<file path="config.mk">
export PLATFORM = sky130hd
export DESIGN_NAME = aas_queue
export DESIGN_NICKNAME = d
export VERILOG_FILES = /design/src/rtl/core/aas_pkg.sv /design/src/rtl/core/aas_queue.sv
export SDC_FILE = /design/constraint.sdc
export NUM_CORES = 1
export LEC_CHECK = 0
export BUFFER_PORTS_ARGS = -buffer_cell sky130_fd_sc_hd__clkbuf_2
export CORE_MARGIN = 10
export CORE_UTILIZATION = 35
export CTS_CLUSTER_DIAMETER = 120
export CTS_CLUSTER_SIZE = 25
export DETAILED_ROUTE_END_ITERATION = 8
export PLACE_DENSITY = 0.69
export SYNTH_ARGS = -nofsm -noshare
export SYNTH_HDL_FRONTEND = slang
export SYNTH_SLANG_ARGS = --single-unit
</file>
<file path="constraint.sdc">
create_clock -name clock -period 9.57 [get_ports clock]
set_input_delay 0 -clock clock [delete_from_list [all_inputs] [get_ports clock]]
set_output_delay 0 -clock clock [all_outputs]
set_load 0.02 [all_outputs]
</file>
<file path="src/rtl/core/aas_pkg.sv">
// Shared types, constants and helpers of the annealing acceptance block.
package aas_pkg;

   localparam int DEF_STEP_BITS      = 32;
   localparam int DEF_REHEAT_EPOCH   = 100000;
   localparam int DEF_TEMP_FRAC_BITS = 16;

   localparam int VIOL_W   = 16;
   localparam int COST_W   = 20;
   localparam int SAMPLE_W = 18;
   localparam int SCORE_W  = 23;
   localparam int TEMP_W   = 40;
   localparam int PROB_W   = 17;
   localparam int STEP_W   = 32;
   localparam int MODE_W   = 3;
   localparam int REM_W    = 17;
   localparam int LN_W     = 21;
   localparam int CSR_IDX_W  = 2;
   localparam int CSR_DATA_W = 20;

   localparam int DIV_W     = 64;
   localparam int DVS_W     = 40;
   localparam int DIV_CNT_W = 7;
   localparam logic [DIV_CNT_W-1:0] DIV_FULL  = 7'd64;
   localparam logic [DIV_CNT_W-1:0] DIV_SHORT = 7'd40;

   localparam int QUEUE_DEPTH = 2;

   localparam logic [6:0]        SCORE_WEIGHT = 7'd100;
   localparam logic [TEMP_W-1:0] TEMP_INF  = 40'hFF_FFFF_FFFF;
   localparam logic [TEMP_W-1:0] TEMP_TOP  = 40'hFF_FFFF_FFFE;
   localparam logic [31:0]       LN2_Q32   = 32'd2977044472;
   localparam logic [15:0]       BETA_GAP  = 16'd42950;
   localparam logic [31:0]       EXPM1_Q32 = 32'd1580030169;
   localparam logic [9:0]        START_INT = 10'd1000;
   localparam logic [PROB_W-1:0] PROB_ONE  = 17'h10000;
   localparam logic [3:0]        EXP_TERMS = 4'd13;
   localparam logic [3:0]        EXP_Q_LIMIT = 4'd12;
   localparam logic [22:0]       LOG_C50 = 23'd50;
   localparam logic [22:0]       LOG_C1  = 23'd1;

   // register indexes
   localparam logic [CSR_IDX_W-1:0] CSR_MODE      = 2'd0;
   localparam logic [CSR_IDX_W-1:0] CSR_INIT_VIOL = 2'd1;
   localparam logic [CSR_IDX_W-1:0] CSR_INIT_COST = 2'd2;

   // schedule modes
   localparam logic [MODE_W-1:0] MODE_ZERO    = 3'd0;
   localparam logic [MODE_W-1:0] MODE_LOG50   = 3'd1;
   localparam logic [MODE_W-1:0] MODE_LOG1    = 3'd2;
   localparam logic [MODE_W-1:0] MODE_LOGINIT = 3'd3;
   localparam logic [MODE_W-1:0] MODE_GEO     = 3'd4;
   localparam logic [MODE_W-1:0] MODE_REHEAT  = 3'd5;

   typedef enum logic [1:0] {
      SCH_ZERO,
      SCH_LOG,
      SCH_GEO,
      SCH_REHEAT
   } sched_type;

   typedef enum logic [4:0] {
      BK_IDLE,
      BK_TEMP,
      BK_NORM,
      BK_SQUARE,
      BK_LNMUL,
      BK_LNDIV,
      BK_LNWAIT,
      BK_PROB,
      BK_RWAIT,
      BK_TERM,
      BK_TWAIT,
      BK_PDIV,
      BK_PWAIT,
      BK_SCALE,
      BK_DECIDE,
      BK_DONE
   } back_state_type;

   typedef struct packed {
      logic [VIOL_W-1:0]          cv;
      logic [COST_W-1:0]          cc;
      logic signed [SAMPLE_W-1:0] sample;
      logic [SCORE_W-1:0]         score;
      logic [STEP_W-1:0]          step;
      sched_type                  kind;
      logic [SCORE_W-1:0]         c;
      logic [TEMP_W-1:0]          geo;
      logic [TEMP_W-1:0]          rht;
   } entry_type;

   typedef struct packed {
      logic                   start;
      logic [DIV_W-1:0]       dividend;
      logic [DVS_W-1:0]       divisor;
      logic [DIV_CNT_W-1:0]   nbits;
   } div_req_type;

   typedef struct packed {
      logic             done;
      logic [DIV_W-1:0] quot;
   } div_rsp_type;

   function automatic logic [SCORE_W-1:0] calc_score(input logic [VIOL_W-1:0] v,
                                                     input logic [COST_W-1:0] c);
      logic [SCORE_W:0] s;
      s = 24'(v) * 24'(SCORE_WEIGHT) + 24'(c);
      return s[SCORE_W-1:0];
   endfunction

endpackage

</file>
<file path="src/rtl/core/aas_queue.sv">
// Short queue of classified moves between front and back.
module aas_queue (
   input  logic               clock,
   input  logic               reset,
   input  logic               push,
   input  aas_pkg::entry_type push_data,
   output logic               full,
   input  logic               pop,
   output logic               not_empty,
   output aas_pkg::entry_type pop_data
);
   import aas_pkg::*;

   localparam int PTR_W = $clog2(QUEUE_DEPTH);

   entry_type          mem_ff [QUEUE_DEPTH];
   logic [PTR_W-1:0]   wr_ff, wr_in;
   logic [PTR_W-1:0]   rd_ff, rd_in;
   logic [PTR_W:0]     cnt_ff, cnt_in;

   always_comb begin
      wr_in  = push ? PTR_W'(wr_ff + 1'b1) : wr_ff;
      rd_in  = pop ? PTR_W'(rd_ff + 1'b1) : rd_ff;
      cnt_in = cnt_ff + (PTR_W+1)'(push) - (PTR_W+1)'(pop);
   end

   always_ff @(posedge clock) begin
      if (reset) begin
         wr_ff  <= '0;
         rd_ff  <= '0;
         cnt_ff <= '0;
      end else begin
         wr_ff  <= wr_in;
         rd_ff  <= rd_in;
         cnt_ff <= cnt_in;
      end
      if (push) begin
         mem_ff[wr_ff] <= push_data;
      end
   end

   assign full      = cnt_ff == (PTR_W+1)'(QUEUE_DEPTH);
   assign not_empty = cnt_ff != '0;
   assign pop_data  = mem_ff[rd_ff];

endmodule

</file>
# Word level (Yosys, flattened, before mapping)
# Memory sizes are Yosys's and may differ from the RTL's. A register that Yosys moved wholly into a read port is not among the register bits.
# Index checks and enable logic that the tools add are counted.
[totals]
ramBits = 428
out_inout_bits = 216
inputBits = 218
ff_bits = 4
elab_cells = 14
mem_count = 1
[classes]
n_reduce_logical = 1
eq_ne = 1
addsub = 4
muxes = 4
[memory_table]
columns = ["memory", "words", "word_bits", "rd", "rd_clocked_by_memory_dff", "wr", "line_no", "text"]
rows = [
  ["mem_ff", 2, 214, 1, 1, 1, "aas_queue.sv:16", "entry_type mem_ff [QUEUE_DEPTH];"],
]
[ops]
columns = ["op", "count"]
rows = [
  ["1-bit two-way mux", 4],
  ["1-bit adder, second input constant", 2],
  ["2-bit by 1-bit adder with 2-bit output", 1],
  ["2-bit equality test, second input constant", 1],
  ["2-bit nonzero test", 1],
  ["2-bit by 1-bit subtractor with 2-bit output", 1],
]

# Longest topological paths before layout
[depth]
depth_word = 3
mapped_depth = 6
ltp_nobuf = 6

# Worst setup path after synthesis
# No wires, ideal clock.
[synth_path]
path_kind = "register to register"
start = "register wr_ff"
end = "memory mem_ff[0][0] (netlist bit) (enable)"
slack_ps = -1011
synth_period_minus_slack_ps = 10581
arrival_ps = 9763
setup_ps = 818
t_required_ps = 8752
n_path_buf = 0
path_stages_with_launch = 2
cell_sequence = "dfxtp_1 -> nor2b_1"
[synth_rtl]
columns = ["element", "line_no", "text"]
rows = [
  ["start: declaration", "aas_queue.sv:17", "logic [PTR_W-1:0] wr_ff, wr_in;"],
  ["start signal: assignment", "aas_queue.sv:33", "wr_ff <= wr_in;"],
  ["end: declaration", "aas_queue.sv:16", ""],
]
# Straight into the memory's write port.

==> impl_metrics.json <==
{
  "status": "finished clean",
  "worstSetupPathType": "reg -> out",
  "critPathMaxFanout": 54,
  "pwr_density_cell_nw_per_um2": 177.8,
  "final_hold_viol_count": 0,
  "startpoint_type": "register",
  "ys_warn_count": 0,
  "synthToLayoutAreaGrowth_pct": 33.90,
  "clock_path_buffers": 3,
  "yosysSeqAreaShare": 0.7936,
  "finalSetupViolations": 0,
  "cts_buffers": 21,
  "drc": 0,
  "gp_congestion": 0.7488,
  "post-route-period-util": 0.3113,
  "synth_top_area_share": 0.7875,
  "grt-ovfl-total": 0,
  "core_um2": 46360,
  "end_kind": "primary output",
  "hold_start": "push_data[110]",
  "fin_nets": 1565,
  "min_period_ps": 2979,
  "synth_area_leaders": "edfxtp_1, mux2_4, mux2_2, buf_6, dfxtp_1",
  "cts_sinks": 433,
  "drive_above_1_share": 0.5041,
  "dpl.hpwl_um": 25700,
  "synth_top_family_by_area": "multiplexers",
  "leakagePower_nw": 8.559,
  "holdCritPathClass": "in -> reg",
  "synthSimpleGateAreaFrac": 0.002837,
  "clock.fmax_mhz": 335.7,
  "dieArea_um2": 55670,
  "synthMuxAreaShare": 0.1845,
  "dieWidth_um": 235.9,
  "syn_nets": 907,
  "synth_xor_area_frac": 0.002453,
  "num_vias": 8684,
  "peakVddDrop_mv": 0.1520,
  "die-height_um": 235.9,
  "grt_pass1_vias": 9569,
  "r2r-start": "wr_ff",
  "whs_path_depth": 2,
  "rr_worst_depth": 3,
  "synth_compound_area_frac": 0,
  "ys_types": 14,
  "synth_fa_ha_area_frac": 0.001533,
  "fin_setup_tns_ps": 0,
  "wl_um": 38220,
  "slew_headroom": 0.2760,
  "first_iter_violations": 506,
  "ctsHoldBuffers": 218,
  "grt_usage": 0.1303,
  "worstPathRequired_ps": 9570,
  "clock-root-buffer": "clkbuf_16",
  "io_buffers": 433,
  "syn-mean-instance-area_um2": 23.76,
  "final_cell_mix": "clkbuf_2, edfxtp_1, dlygate4sd3_1, mux2_4, mux2_2",
  "synth_area_um2": 16320,
  "final_common_cell": "clkbuf_2",
  "skew_ps": 11.54,
  "clk_latency_ps": 530,
  "cts_tree": "built",
  "slew_viol_final": 0,
  "htreeDepth": 1,
  "grt_pass1_wl_um": 57320,
  "drt_first_pass_iters": 4,
  "initial_utilization": 0.3521,
  "wire_per_inst_um": 19.50,
  "cts_resized": 0,
  "clk_pin_slew_worst_paths_ps": 100,
  "grt_antenna_before_repair": 4,
  "drt-vias-per-instance": 4.431,
  "worst_slew_pin_slew_ps": 1086,
  "postCtsSetupRepairBufs": 0,
  "grt_max_degree": 113,
  "whs_ps": 185.7,
  "synth_top_area_cell": "edfxtp_1",
  "num_io_pins": 434,
  "core.rowCount": 79,
  "rsz0062_at_grt": "false",
  "cap_violations": 0,
  "crit_arrival_ps": 2980,
  "ant_nets": 0,
  "ys_ff_latch": 433,
  "syn_inst": 687
}
## registers in the layout, summed over array words and instances, names as in the netlist, named ones only
signal and flops:
cnt_ff 2, mem_ff 428, rd_ff 1, wr_ff 1
## cells in the mapped netlist, drive strengths merged
library cell / count
edfxtp: 428
ha: 2
inv: 2
or2: 1
buf: 24
xnor3: 1
nor2b: 3
mux2: 214
xnor2: 2
nor2: 4
dfxtp: 5
and2: 1
## worst paths after layout
check	to	slack, ps
hold / removal	mem_ff[1][110]	190
setup / recovery	pop_data[78]	6590
hold reg to reg	rd_ff	540
setup reg to reg	mem_ff[0][124]	6690
## metrics by stage
stage                     utilization  cells  power, mW  setup slack, ps  area, um2
after global placement         0.4119   1711      2.888             6656      19090
after detailed placement       0.4119   1711      2.901             6645      19090
after floorplan                     -    687      2.703             3205      16320
after global routing           0.4714   1960      4.045             6430      21850
after CTS                      0.4713   1958      3.930             6540      21850
final                          0.4714   1960      3.887             6591      21850
## worst max-delay path, stage by stage (launching register included)
cell and delay [ps]:
dfxtp_4 900, buf_4 880, mux2_4 360, clkbuf_2 180
## layer usage
metal | vias to the layer above | part of all wire | track usage
met5 | - | 0 | 0
li1 | 4024 | - | -
met2 | 264 | 0.55 | 0.2448
met1 | 4341 | 0.37 | 0.1433
met3 | 55 | 0.057 | 0.02638
met4 | 0 | 0.025 | 0.04254
## kinds of logic (layout without fill, tap and decap cells)
| group | count (synthesis) | in the layout |
|---|---|---|
| DFF | 433 | 433 |
| muxes | 214 | 214 |
| buffers and inverters | 26 | 690 |
| and+or+nand+nor | 9 | 9 |
| xor gates and xnor gates | 3 | 3 |
| adders and majority gates | 2 | 2 |
| other | 0 | 2 |
## layout make-up
cell class	count	area (um2)
fill	3855	24500
sequential	433	12960
timing repair buffer	659	4422
multi-input combinational	228	3132
tap	607	759.5
clock buffer	28	551.8
clock inverter	1	20.02
inverter	2	7.507
antenna	2	5.005
## power by group
part | switching (mW) | total [mW] | internal [mW]
Sequential | 0.0376 | 2.25 | 2.21
Combinational | 0.363 | 0.676 | 0.313
Clock | 0.548 | 0.960 | 0.411
Total | 0.949 | 3.89 | 2.94
Power figures use the tool's default switching activity.
