**config.mk**
```make
export PLATFORM = sky130hd
export DESIGN_NAME = aas_front
export DESIGN_NICKNAME = d
export VERILOG_FILES = /design/src/rtl/core/aas_pkg.sv /design/src/rtl/core/aas_front.sv
export SDC_FILE = /design/constraint.sdc
export NUM_CORES = 2
export LEC_CHECK = 0
export ABC_AREA = 1
export BUFFER_PORTS_ARGS = -buffer_cell sky130_fd_sc_hd__buf_2
export CORE_UTILIZATION = 57
export CTS_BUF_LIST = sky130_fd_sc_hd__clkbuf_16
export CTS_CLUSTER_DIAMETER = 60
export DETAILED_ROUTE_END_ITERATION = 12
export PLACE_DENSITY = 0.92
export SYNTH_ARGS = -nofsm -noshare
export SYNTH_HDL_FRONTEND = slang
export SYNTH_SLANG_ARGS = --single-unit
```
**constraint.sdc**
```tcl
create_clock -name clock -period 8.9 [get_ports clock]
set_input_delay 2.67 -clock clock [delete_from_list [all_inputs] [get_ports clock]]
set_output_delay 2.67 -clock clock [all_outputs]
set_load 0.02 [all_outputs]
```
**src/rtl/core/aas_pkg.sv**
```systemverilog
// Shared types, constants and helpers of the annealing acceptance block.
package aas_pkg;

   localparam int DEF_STEP_BITS      = 32;
   localparam int DEF_REHEAT_EPOCH   = 100000;
   localparam int DEF_TEMP_FRAC_BITS = 16;

   localparam int VIOL_W   = 16;
   localparam int COST_W   = 20;
   localparam int SAMPLE_W = 18;
   localparam int SCORE_W  = 23;
   localparam int TEMP_W   = 40;
   localparam int PROB_W   = 17;
   localparam int STEP_W   = 32;
   localparam int MODE_W   = 3;
   localparam int REM_W    = 17;
   localparam int LN_W     = 21;
   localparam int CSR_IDX_W  = 2;
   localparam int CSR_DATA_W = 20;

   localparam int DIV_W     = 64;
   localparam int DVS_W     = 40;
   localparam int DIV_CNT_W = 7;
   localparam logic [DIV_CNT_W-1:0] DIV_FULL  = 7'd64;
   localparam logic [DIV_CNT_W-1:0] DIV_SHORT = 7'd40;

   localparam int QUEUE_DEPTH = 2;

   localparam logic [6:0]        SCORE_WEIGHT = 7'd100;
   localparam logic [TEMP_W-1:0] TEMP_INF  = 40'hFF_FFFF_FFFF;
   localparam logic [TEMP_W-1:0] TEMP_TOP  = 40'hFF_FFFF_FFFE;
   localparam logic [31:0]       LN2_Q32   = 32'd2977044472;
   localparam logic [15:0]       BETA_GAP  = 16'd42950;
   localparam logic [31:0]       EXPM1_Q32 = 32'd1580030169;
   localparam logic [9:0]        START_INT = 10'd1000;
   localparam logic [PROB_W-1:0] PROB_ONE  = 17'h10000;
   localparam logic [3:0]        EXP_TERMS = 4'd13;
   localparam logic [3:0]        EXP_Q_LIMIT = 4'd12;
   localparam logic [22:0]       LOG_C50 = 23'd50;
   localparam logic [22:0]       LOG_C1  = 23'd1;

   // register indexes
   localparam logic [CSR_IDX_W-1:0] CSR_MODE      = 2'd0;
   localparam logic [CSR_IDX_W-1:0] CSR_INIT_VIOL = 2'd1;
   localparam logic [CSR_IDX_W-1:0] CSR_INIT_COST = 2'd2;

   // schedule modes
   localparam logic [MODE_W-1:0] MODE_ZERO    = 3'd0;
   localparam logic [MODE_W-1:0] MODE_LOG50   = 3'd1;
   localparam logic [MODE_W-1:0] MODE_LOG1    = 3'd2;
   localparam logic [MODE_W-1:0] MODE_LOGINIT = 3'd3;
   localparam logic [MODE_W-1:0] MODE_GEO     = 3'd4;
   localparam logic [MODE_W-1:0] MODE_REHEAT  = 3'd5;

   typedef enum logic [1:0] {
      SCH_ZERO,
      SCH_LOG,
      SCH_GEO,
      SCH_REHEAT
   } sched_type;

   typedef enum logic [4:0] {
      BK_IDLE,
      BK_TEMP,
      BK_NORM,
      BK_SQUARE,
      BK_LNMUL,
      BK_LNDIV,
      BK_LNWAIT,
      BK_PROB,
      BK_RWAIT,
      BK_TERM,
      BK_TWAIT,
      BK_PDIV,
      BK_PWAIT,
      BK_SCALE,
      BK_DECIDE,
      BK_DONE
   } back_state_type;

   typedef struct packed {
      logic [VIOL_W-1:0]          cv;
      logic [COST_W-1:0]          cc;
      logic signed [SAMPLE_W-1:0] sample;
      logic [SCORE_W-1:0]         score;
      logic [STEP_W-1:0]          step;
      sched_type                  kind;
      logic [SCORE_W-1:0]         c;
      logic [TEMP_W-1:0]          geo;
      logic [TEMP_W-1:0]          rht;
   } entry_type;

   typedef struct packed {
      logic                   start;
      logic [DIV_W-1:0]       dividend;
      logic [DVS_W-1:0]       divisor;
      logic [DIV_CNT_W-1:0]   nbits;
   } div_req_type;

   typedef struct packed {
      logic             done;
      logic [DIV_W-1:0] quot;
   } div_rsp_type;

   function automatic logic [SCORE_W-1:0] calc_score(input logic [VIOL_W-1:0] v,
                                                     input logic [COST_W-1:0] c);
      logic [SCORE_W:0] s;
      s = 24'(v) * 24'(SCORE_WEIGHT) + 24'(c);
      return s[SCORE_W-1:0];
   endfunction

endpackage

```
**src/rtl/core/aas_front.sv**
```systemverilog
// Front end: takes moves, scores them, steps the schedules, classifies the mode.
module aas_front #(
   parameter int STEP_BITS      = aas_pkg::DEF_STEP_BITS,
   parameter int REHEAT_EPOCH   = aas_pkg::DEF_REHEAT_EPOCH,
   parameter int TEMP_FRAC_BITS = aas_pkg::DEF_TEMP_FRAC_BITS
) (
   input  logic                               clock,
   input  logic                               reset,
   input  logic                               restart,
   input  logic [aas_pkg::MODE_W-1:0]         mode,
   input  logic [aas_pkg::SCORE_W-1:0]        init_score,
   input  logic                               req_valid,
   output logic                               req_ready,
   input  logic [aas_pkg::VIOL_W-1:0]         req_candidate_violations,
   input  logic [aas_pkg::COST_W-1:0]         req_candidate_costs,
   input  logic signed [aas_pkg::SAMPLE_W-1:0] req_threshold_sample,
   input  logic                               queue_full,
   output logic                               push,
   output aas_pkg::entry_type                 push_data
);
   import aas_pkg::*;

   localparam int CNT_W = (STEP_BITS < STEP_W) ? STEP_BITS : STEP_W;
   localparam int POS_W = $clog2(REHEAT_EPOCH + 1);
   localparam logic [63:0]       START_FULL = 64'(START_INT) << TEMP_FRAC_BITS;
   localparam logic [TEMP_W-1:0] START_TEMP = TEMP_W'(START_FULL);
   localparam logic [TEMP_W-1:0] START_LQ   = TEMP_W'(START_FULL / 64'(REHEAT_EPOCH));
   localparam logic [REM_W-1:0]  START_LR   = REM_W'(START_FULL % 64'(REHEAT_EPOCH));
   localparam logic [REM_W:0]    EPOCH_EXT  = (REM_W+1)'(REHEAT_EPOCH);
   localparam logic [POS_W-1:0]  EPOCH_LAST = POS_W'(REHEAT_EPOCH - 1);

   logic [CNT_W-1:0]  cnt_ff, cnt_in;
   logic [TEMP_W-1:0] geo_ff, geo_in;
   logic [TEMP_W-1:0] lvl_ff, lvl_in;
   logic [POS_W-1:0]  pos_ff, pos_in;
   logic [TEMP_W-1:0] rht_ff, rht_in;
   logic [REM_W-1:0]  rhr_ff, rhr_in;
   logic [TEMP_W-1:0] lq_ff, lq_in;
   logic [REM_W-1:0]  lr_ff, lr_in;
   logic [REM_W:0]    rh_diff;
   logic [REM_W:0]    lr_half;
   logic [55:0]       gmul;
   sched_type         kind;
   logic [SCORE_W-1:0] c_sel;

   assign req_ready = !queue_full;
   assign push      = req_valid && req_ready;

   // geometric cooling: T -= ceil(T * gap / 2^32)
   assign gmul = 56'(geo_ff) * 56'(BETA_GAP) + 56'(32'hFFFF_FFFF);

   // Reheat temperature level*rem/epoch kept as quotient and remainder;
   // level itself is kept split the same way, so each step only subtracts.
   assign rh_diff = {1'b0, rhr_ff} - {1'b0, lr_ff};
   assign lr_half = ({1'b0, lr_ff} + (lq_ff[0] ? EPOCH_EXT : '0)) >> 1;

   always_comb begin
      cnt_in = (cnt_ff != '1) ? CNT_W'(cnt_ff + 1'b1) : cnt_ff;
      geo_in = geo_ff - {16'd0, gmul[55:32]};
      lvl_in = lvl_ff;
      lq_in  = lq_ff;
      lr_in  = lr_ff;
      pos_in = POS_W'(pos_ff + 1'b1);
      if (rh_diff[REM_W]) begin
         rhr_in = REM_W'(rh_diff + EPOCH_EXT);
         rht_in = rht_ff - lq_ff - 1'b1;
      end else begin
         rhr_in = rh_diff[REM_W-1:0];
         rht_in = rht_ff - lq_ff;
      end
      // end of epoch: halve the level and start again from the full level
      if (pos_ff == EPOCH_LAST) begin
         pos_in = '0;
         lvl_in = lvl_ff >> 1;
         lq_in  = lq_ff >> 1;
         lr_in  = lr_half[REM_W-1:0];
         rht_in = lvl_ff >> 1;
         rhr_in = '0;
      end
   end

   always_comb begin
      kind  = SCH_ZERO;
      c_sel = '0;
      case (mode)
         MODE_LOG50: begin
            kind  = SCH_LOG;
            c_sel = LOG_C50;
         end
         MODE_LOG1: begin
            kind  = SCH_LOG;
            c_sel = LOG_C1;
         end
         MODE_LOGINIT: begin
            kind  = (init_score != '0) ? SCH_LOG : SCH_ZERO;
            c_sel = init_score;
         end
         MODE_GEO:    kind = SCH_GEO;
         MODE_REHEAT: kind = SCH_REHEAT;
         default:     kind = SCH_ZERO;
      endcase
   end

   always_comb begin
      push_data.cv     = req_candidate_violations;
      push_data.cc     = req_candidate_costs;
      push_data.sample = req_threshold_sample;
      push_data.score  = calc_score(req_candidate_violations, req_candidate_costs);
      push_data.step   = STEP_W'(cnt_in);
      push_data.kind   = kind;
      push_data.c      = c_sel;
      push_data.geo    = geo_ff;
      push_data.rht    = rht_ff;
   end

   always_ff @(posedge clock) begin
      if (reset || restart) begin
         cnt_ff <= '0;
         geo_ff <= START_TEMP;
         lvl_ff <= START_TEMP;
         pos_ff <= '0;
         rht_ff <= START_TEMP;
         rhr_ff <= '0;
         lq_ff  <= START_LQ;
         lr_ff  <= START_LR;
      end else if (push) begin
         cnt_ff <= cnt_in;
         geo_ff <= geo_in;
         lvl_ff <= lvl_in;
         pos_ff <= pos_in;
         rht_ff <= rht_in;
         rhr_ff <= rhr_in;
         lq_ff  <= lq_in;
         lr_ff  <= lr_in;
      end
   end

endmodule

```
After elaboration in Yosys (flattened, before gate mapping)
Index checks and enable logic that the tools add are counted.
Storage, ports and cells
  register bits: 199
  input bits: 85
  output and inout port bits: 216
  logic and storage cells: 43
Operators by class
  add/sub/neg operators: 10
  multipliers: 2
  equal/unequal tests: 7
  muxes and demuxes: 10
  reduce and logical (&&, ||, !) cells: 6
Operator list (count)
  $mux 40: 2
  $pmux 23 s3: 1
  $mux 17: 4
  $add 56x32->56 const B: 1
  $mul 40x15->55 const B: 1
  $sub 40x1->40 const B: 1
  $sub 40x10->40: 1
  $sub 40x24->40: 1
  $add 32x1->32 const B: 1
  $mux 32: 1
  $ne 32x32->1 const B: 1
  $add 23x20->23: 1
  $reduce_bool 23->1: 1
  $mul 16x5->21 const B: 1
  $add 17x17->18: 1
  $sub 17x17->18: 1
  $add 17x1->17 const B: 1
  $add 17x17->17 const B: 1
  $eq 17x17->1 const B: 1
  $pmux 2 s4: 1
  $eq 3x2->1 const B: 2
  $eq 3x3->1 const B: 2
  $eq 3x1->1 const B: 1
  $reduce_and 2->1: 1
  5 further kinds: 5

Logic depth before layout (Yosys ltp)
  word-level depth: 4
  mapped depth: 47
  gate-level depth less buffers: 47

Least setup slack after synthesis
Ideal clock, no wire load.
  kind: input -> output
  start: input port req_candidate_violations[2] (netlist bit)
  end: output port push_data[157] (netlist bit)
  arrival time: 6666 ps
  data required time: 6230 ps
  path slack: -436 ps
  stages: 22
  buffers on the path: 0
  cells stage by stage: ha_1 > ha_1 > inv_1 > fa_1 > inv_1 > ha_1 > nand3_1 > nand2_1 > nand2_1 > a21oi_1 > a31oi_1 > o21ai_0 > a31oi_1 > o21ai_0 > xor2_1 > inv_1 > ha_1 > nand2_1 > nor2_1 > nand4_1 > o211ai_1 > xor2_1
RTL lines
  start, declared: line aas_front.sv:14  | input logic [aas_pkg::VIOL_W-1:0] req_candidate_violations,
  end, declared: line aas_front.sv:19  | output aas_pkg::entry_type push_data

==> summary.txt <==
Worst hold path
  – Instance count along the most critical hold path: 2
  – Type of the worst min-delay path: reg -> reg

Route
  – Wire length the detailed router placed on met1: 39560 µm
  – Detail-routed net length per standard cell: 17.31 µm
  – Vias: 32120
  – DRT iter0 DRCs: 2892
  – Final antenna-violating net count: 0
  – DR DRC count: 0
  – Total detailed-routing wirelength: 99320 µm
  – Via count normalized by instance count: 5.599
  – Met3 WL post-DR: 7235 µm
  – Wire length on met2: 47660 µm
  – Highest routed layer: met4
  – Number of optimization iterations in the first detailed-route pass: 6

Synthesis
  – Count of unique library cells instantiated by Yosys: 59
  – Average cell area after synthesis: 6.815 µm²
  – FFs w/ async S/R, synth: 0
  – Yosys top cell by area: sky130_fd_sc_hd__fa_1
  – Number of synthesized register bits: 197
  – Most common flop cell mapped by yosys: sky130_fd_sc_hd__dfxtp_1
  – Count of flip-flops with a built-in enable after synthesis: 0
  – Synthesized netlist net count: 5437
  – Mapped cell area: 31860 µm²
  – Number of instances in the synthesized netlist: 4675
  – Fraction of synthesized cell area taken by the top area cell type: 0.1690
  – Sequential area share after synthesis: 0.1238
  – Main area contributors after synthesis: sky130_fd_sc_hd__fa_1, sky130_fd_sc_hd__ha_1, sky130_fd_sc_hd__nand2_1, sky130_fd_sc_hd__dfxtp_1, sky130_fd_sc_hd__inv_1
  – Number of synthesis warnings: 0

Finish
  – Ratio of cells with drive above 1 in the final layout: 0.1421
  – Area growth from synthesis to final layout: 11.91%
  – Count of inserted antenna diode cells: 0
  – Nets: 5739
  – Finished Core Util: 0.6459
  – Number of non-filler instances in the completed layout: 5737

Clock network
  – TritonCTS buffer count: 17
  – CTS H-tree lvls: 4
  – Clock latency at the later pin of the worst-skew pair: 470 ps
  – Number of buffers added to fix hold violations after cts: 0
  – CTS tree: built
  – Clock-pin transition on the worst setup and hold timing paths: 80 ps
  – Clock Path Buffers: 2
  – Total clock sinks: 197
  – Clock Root Buffer: sky130_fd_sc_hd__clkbuf_16

Outcome
  – Failing checks: negative setup slack
  – Outcome: complete, but fails checks

Placement
  – Cell count after placement: 5689
  – Gp weighted congestion: 0.9978
  – Detailed Place HPWL: 79800 µm
  – # port buffers: 258

Global routing
  – Overall track demand over capacity in global routing: 0.3405
  – Via count of the first global-routing pass: 31170
  – Global-route wire length before repair: 156000 µm
  – Pin count of the biggest net entering global routing: 85
  – Overflow left after global routing: 0
  – Initial antenna violation count: 0

Power
  – Leakage power: 19.42 nW
  – IR drop worst, VDD: 0.0002628 V
  – Overall Power: 0.007300 W
  – Ratio of total power to cell area: 204.7 nW/µm²

Setup path
  – R2R cell count: 39
  – Required time of the critical path: 6230 ps
  – Maximum net fanout on the critical path: 3
  – Capturing element type of the critical path: output pin
  – Worst endpoint data arrival time: 6870 ps
  – CP Class: in -> out
  – CP startpoint kind: input pin

Floorplanning
  – Overall die area: 56840 µm²
  – Die Y-Extent: 238.4 µm
  – Die W: 238.4 µm
  – Core region area: 55200 µm²
  – Count of boundary I/O pins: 301
  – Starting density of the core: 0.5772
  – Site Rows: 86

STA
  – Setup Viol. Count Final: 11
  – Final-report max-slew violation count: 0
  – Worst rel slew slack: 0.3427
  – Final worst path period share: 1.072
  – Setup repair after global routing missed its margin: yes
  – Maximum clock rate: 104.8 MHz
  – PnR worst setup slack: -642.5 ps
  – Final worst path period need: 9542 ps
  – Final Hold Vio Count: 0
  – Clock Skews: 16.25 ps
  – Slew of the pin with the lowest slew margin: 984.9 ps

Run
  – Max capacitance violation total: 0
## kinds of logic (layout without fill, tap and decap cells)
kind of cell,after synthesis,after routing,share of synthesized area
and+or+nand+nor,2064,2064,0.2857
buffers and inverters,1076,1390,0.1344
adders and majority gates,677,677,0.3293
AOI/OAI and AO/OA,532,532,0.09147
DFF,197,197,0.1238
xor gates and xnor gates,129,129,0.03546
## worst paths after layout
path                                                   from             end  slack [ps]
worst max-delay path            req_candidate_violations[3]  push_data[157]        -640
worst max register to register                    geo_ff[3]      geo_ff[39]         360
worst min-delay path                             lvl_ff[19]      lvl_ff[19]         460
worst min register to register                   lvl_ff[19]      lvl_ff[19]         460
## cells in the mapped netlist (5+ instances only)
master and count:
sky130_fd_sc_hd__buf_4 59, sky130_fd_sc_hd__a21boi_0 5, sky130_fd_sc_hd__dfxtp_1 197, sky130_fd_sc_hd__a22oi_1 5
sky130_fd_sc_hd__nand2_4 5, sky130_fd_sc_hd__nand2_2 51, sky130_fd_sc_hd__nor3_1 35, sky130_fd_sc_hd__nand3_1 235
sky130_fd_sc_hd__nand2_1 1110, sky130_fd_sc_hd__o21ai_1 14, sky130_fd_sc_hd__nor3_2 10, sky130_fd_sc_hd__a31oi_1 27
sky130_fd_sc_hd__nor2_4 21, sky130_fd_sc_hd__clkinv_1 7, sky130_fd_sc_hd__inv_2 28, sky130_fd_sc_hd__a21oi_1 259
sky130_fd_sc_hd__ha_1 408, sky130_fd_sc_hd__or2_2 9, sky130_fd_sc_hd__inv_1 928, sky130_fd_sc_hd__o21a_1 9
sky130_fd_sc_hd__fa_1 269, sky130_fd_sc_hd__o21ai_0 149, sky130_fd_sc_hd__o31ai_1 5, sky130_fd_sc_hd__nand3_2 10
sky130_fd_sc_hd__o21bai_1 11, sky130_fd_sc_hd__nor4_1 13, sky130_fd_sc_hd__xnor2_1 41, sky130_fd_sc_hd__nor2_2 39
sky130_fd_sc_hd__o22ai_1 14, sky130_fd_sc_hd__nand3b_1 23, sky130_fd_sc_hd__nand4_1 96, sky130_fd_sc_hd__o211ai_1 10
sky130_fd_sc_hd__nor2_1 392, sky130_fd_sc_hd__xor2_1 88, sky130_fd_sc_hd__a211oi_1 6, sky130_fd_sc_hd__clkbuf_1 44
## layer usage
| layer | track usage | vias up |
|---|---|---|
| met5 | 0 | - |
| met4 | 0.1554 | 0 |
| met3 | 0.04604 | 371 |
| met2 | 0.5838 | 1561 |
| met1 | 0.4238 | 14950 |
| li1 | - | 15240 |
## power by group
group	internal (W)	switching [W]
Combinational	0.00208	0.00351
Clock	0.000367	0.000400
Sequential	0.000899	0.0000360
Total	0.00335	0.00395
## cell type report
| class | count | area, µm² |
|---|---|---|
| Sequential cell | 197 | 3969 |
| Tap cell | 748 | 935.9 |
| Multi-Input combinational cell | 3402 | 24150 |
| Clock inverter | 14 | 117.6 |
| Fill cell | 4707 | 19550 |
| Clock buffer | 17 | 425.4 |
| Inverter | 963 | 3617 |
| Timing Repair Buffer | 396 | 2439 |
## state kept, by name, indices dropped and copies added (netlist names)
signal,cells
pos_ff,17
rhr_ff,17
cnt_ff,32
geo_ff,40
lvl_ff,25
lr_ff,17
lq_ff,9
rht_ff,40
## cells in the final DEF, fill, tap and decap left out, drive strengths merged, types with 96 or more instances in the layout
cell   count
buf      396
dfxtp    197
nor2     454
inv      965
o21ai    164
nand3    246
a21oi    263
fa       269
ha       408
nand2   1166
nand4     96
## metrics by stage
| stage | hold WS, ps | area (µm²) | setup slack (ps) | TNS (ps) |
|---|---|---|---|---|
| after floorplan | 423.0 | 31950 | -224.0 | -347.7 |
| after global placement | 437.0 | 34430 | -467.2 | -1545 |
| after detailed placement | 445.6 | 34430 | -598.1 | -3560 |
| after CTS | 459.8 | 35240 | -324.4 | -1211 |
| after global routing | 480.9 | 35650 | -758.9 | -5359 |
| final | 461.6 | 35650 | -642.5 | -3936 |
## critical path, cell delays in order
cell                       delay, ps
sky130_fd_sc_hd__buf_8           110
sky130_fd_sc_hd__ha_4            240
sky130_fd_sc_hd__ha_4            260
sky130_fd_sc_hd__inv_2            30
sky130_fd_sc_hd__fa_1            500
sky130_fd_sc_hd__inv_2            50
sky130_fd_sc_hd__ha_4            280
sky130_fd_sc_hd__nand3_2          60
sky130_fd_sc_hd__nand2_2          90
sky130_fd_sc_hd__nand2_2          70
sky130_fd_sc_hd__a21oi_4         200
sky130_fd_sc_hd__a31oi_4         140
sky130_fd_sc_hd__o21ai_2         220
sky130_fd_sc_hd__a31oi_2         160
sky130_fd_sc_hd__o21ai_1         200
sky130_fd_sc_hd__xor2_1          190
sky130_fd_sc_hd__inv_1           100
sky130_fd_sc_hd__ha_4            230
sky130_fd_sc_hd__nand2_4          70
sky130_fd_sc_hd__nor2_4           40
sky130_fd_sc_hd__buf_4           130
sky130_fd_sc_hd__a211oi_2        210
sky130_fd_sc_hd__o211ai_1        160
sky130_fd_sc_hd__buf_4           170
sky130_fd_sc_hd__xor2_2          160
sky130_fd_sc_hd__buf_6           130
## repair_timing
item,in CTS,in global routing
setup buffers,4,13
endpoints found under the setup margin,12,34
endpoints found under the hold margin,0,0
pin swaps,37,18
resized for setup,54,86
Note: power is estimated with default switching activity, not from simulation.
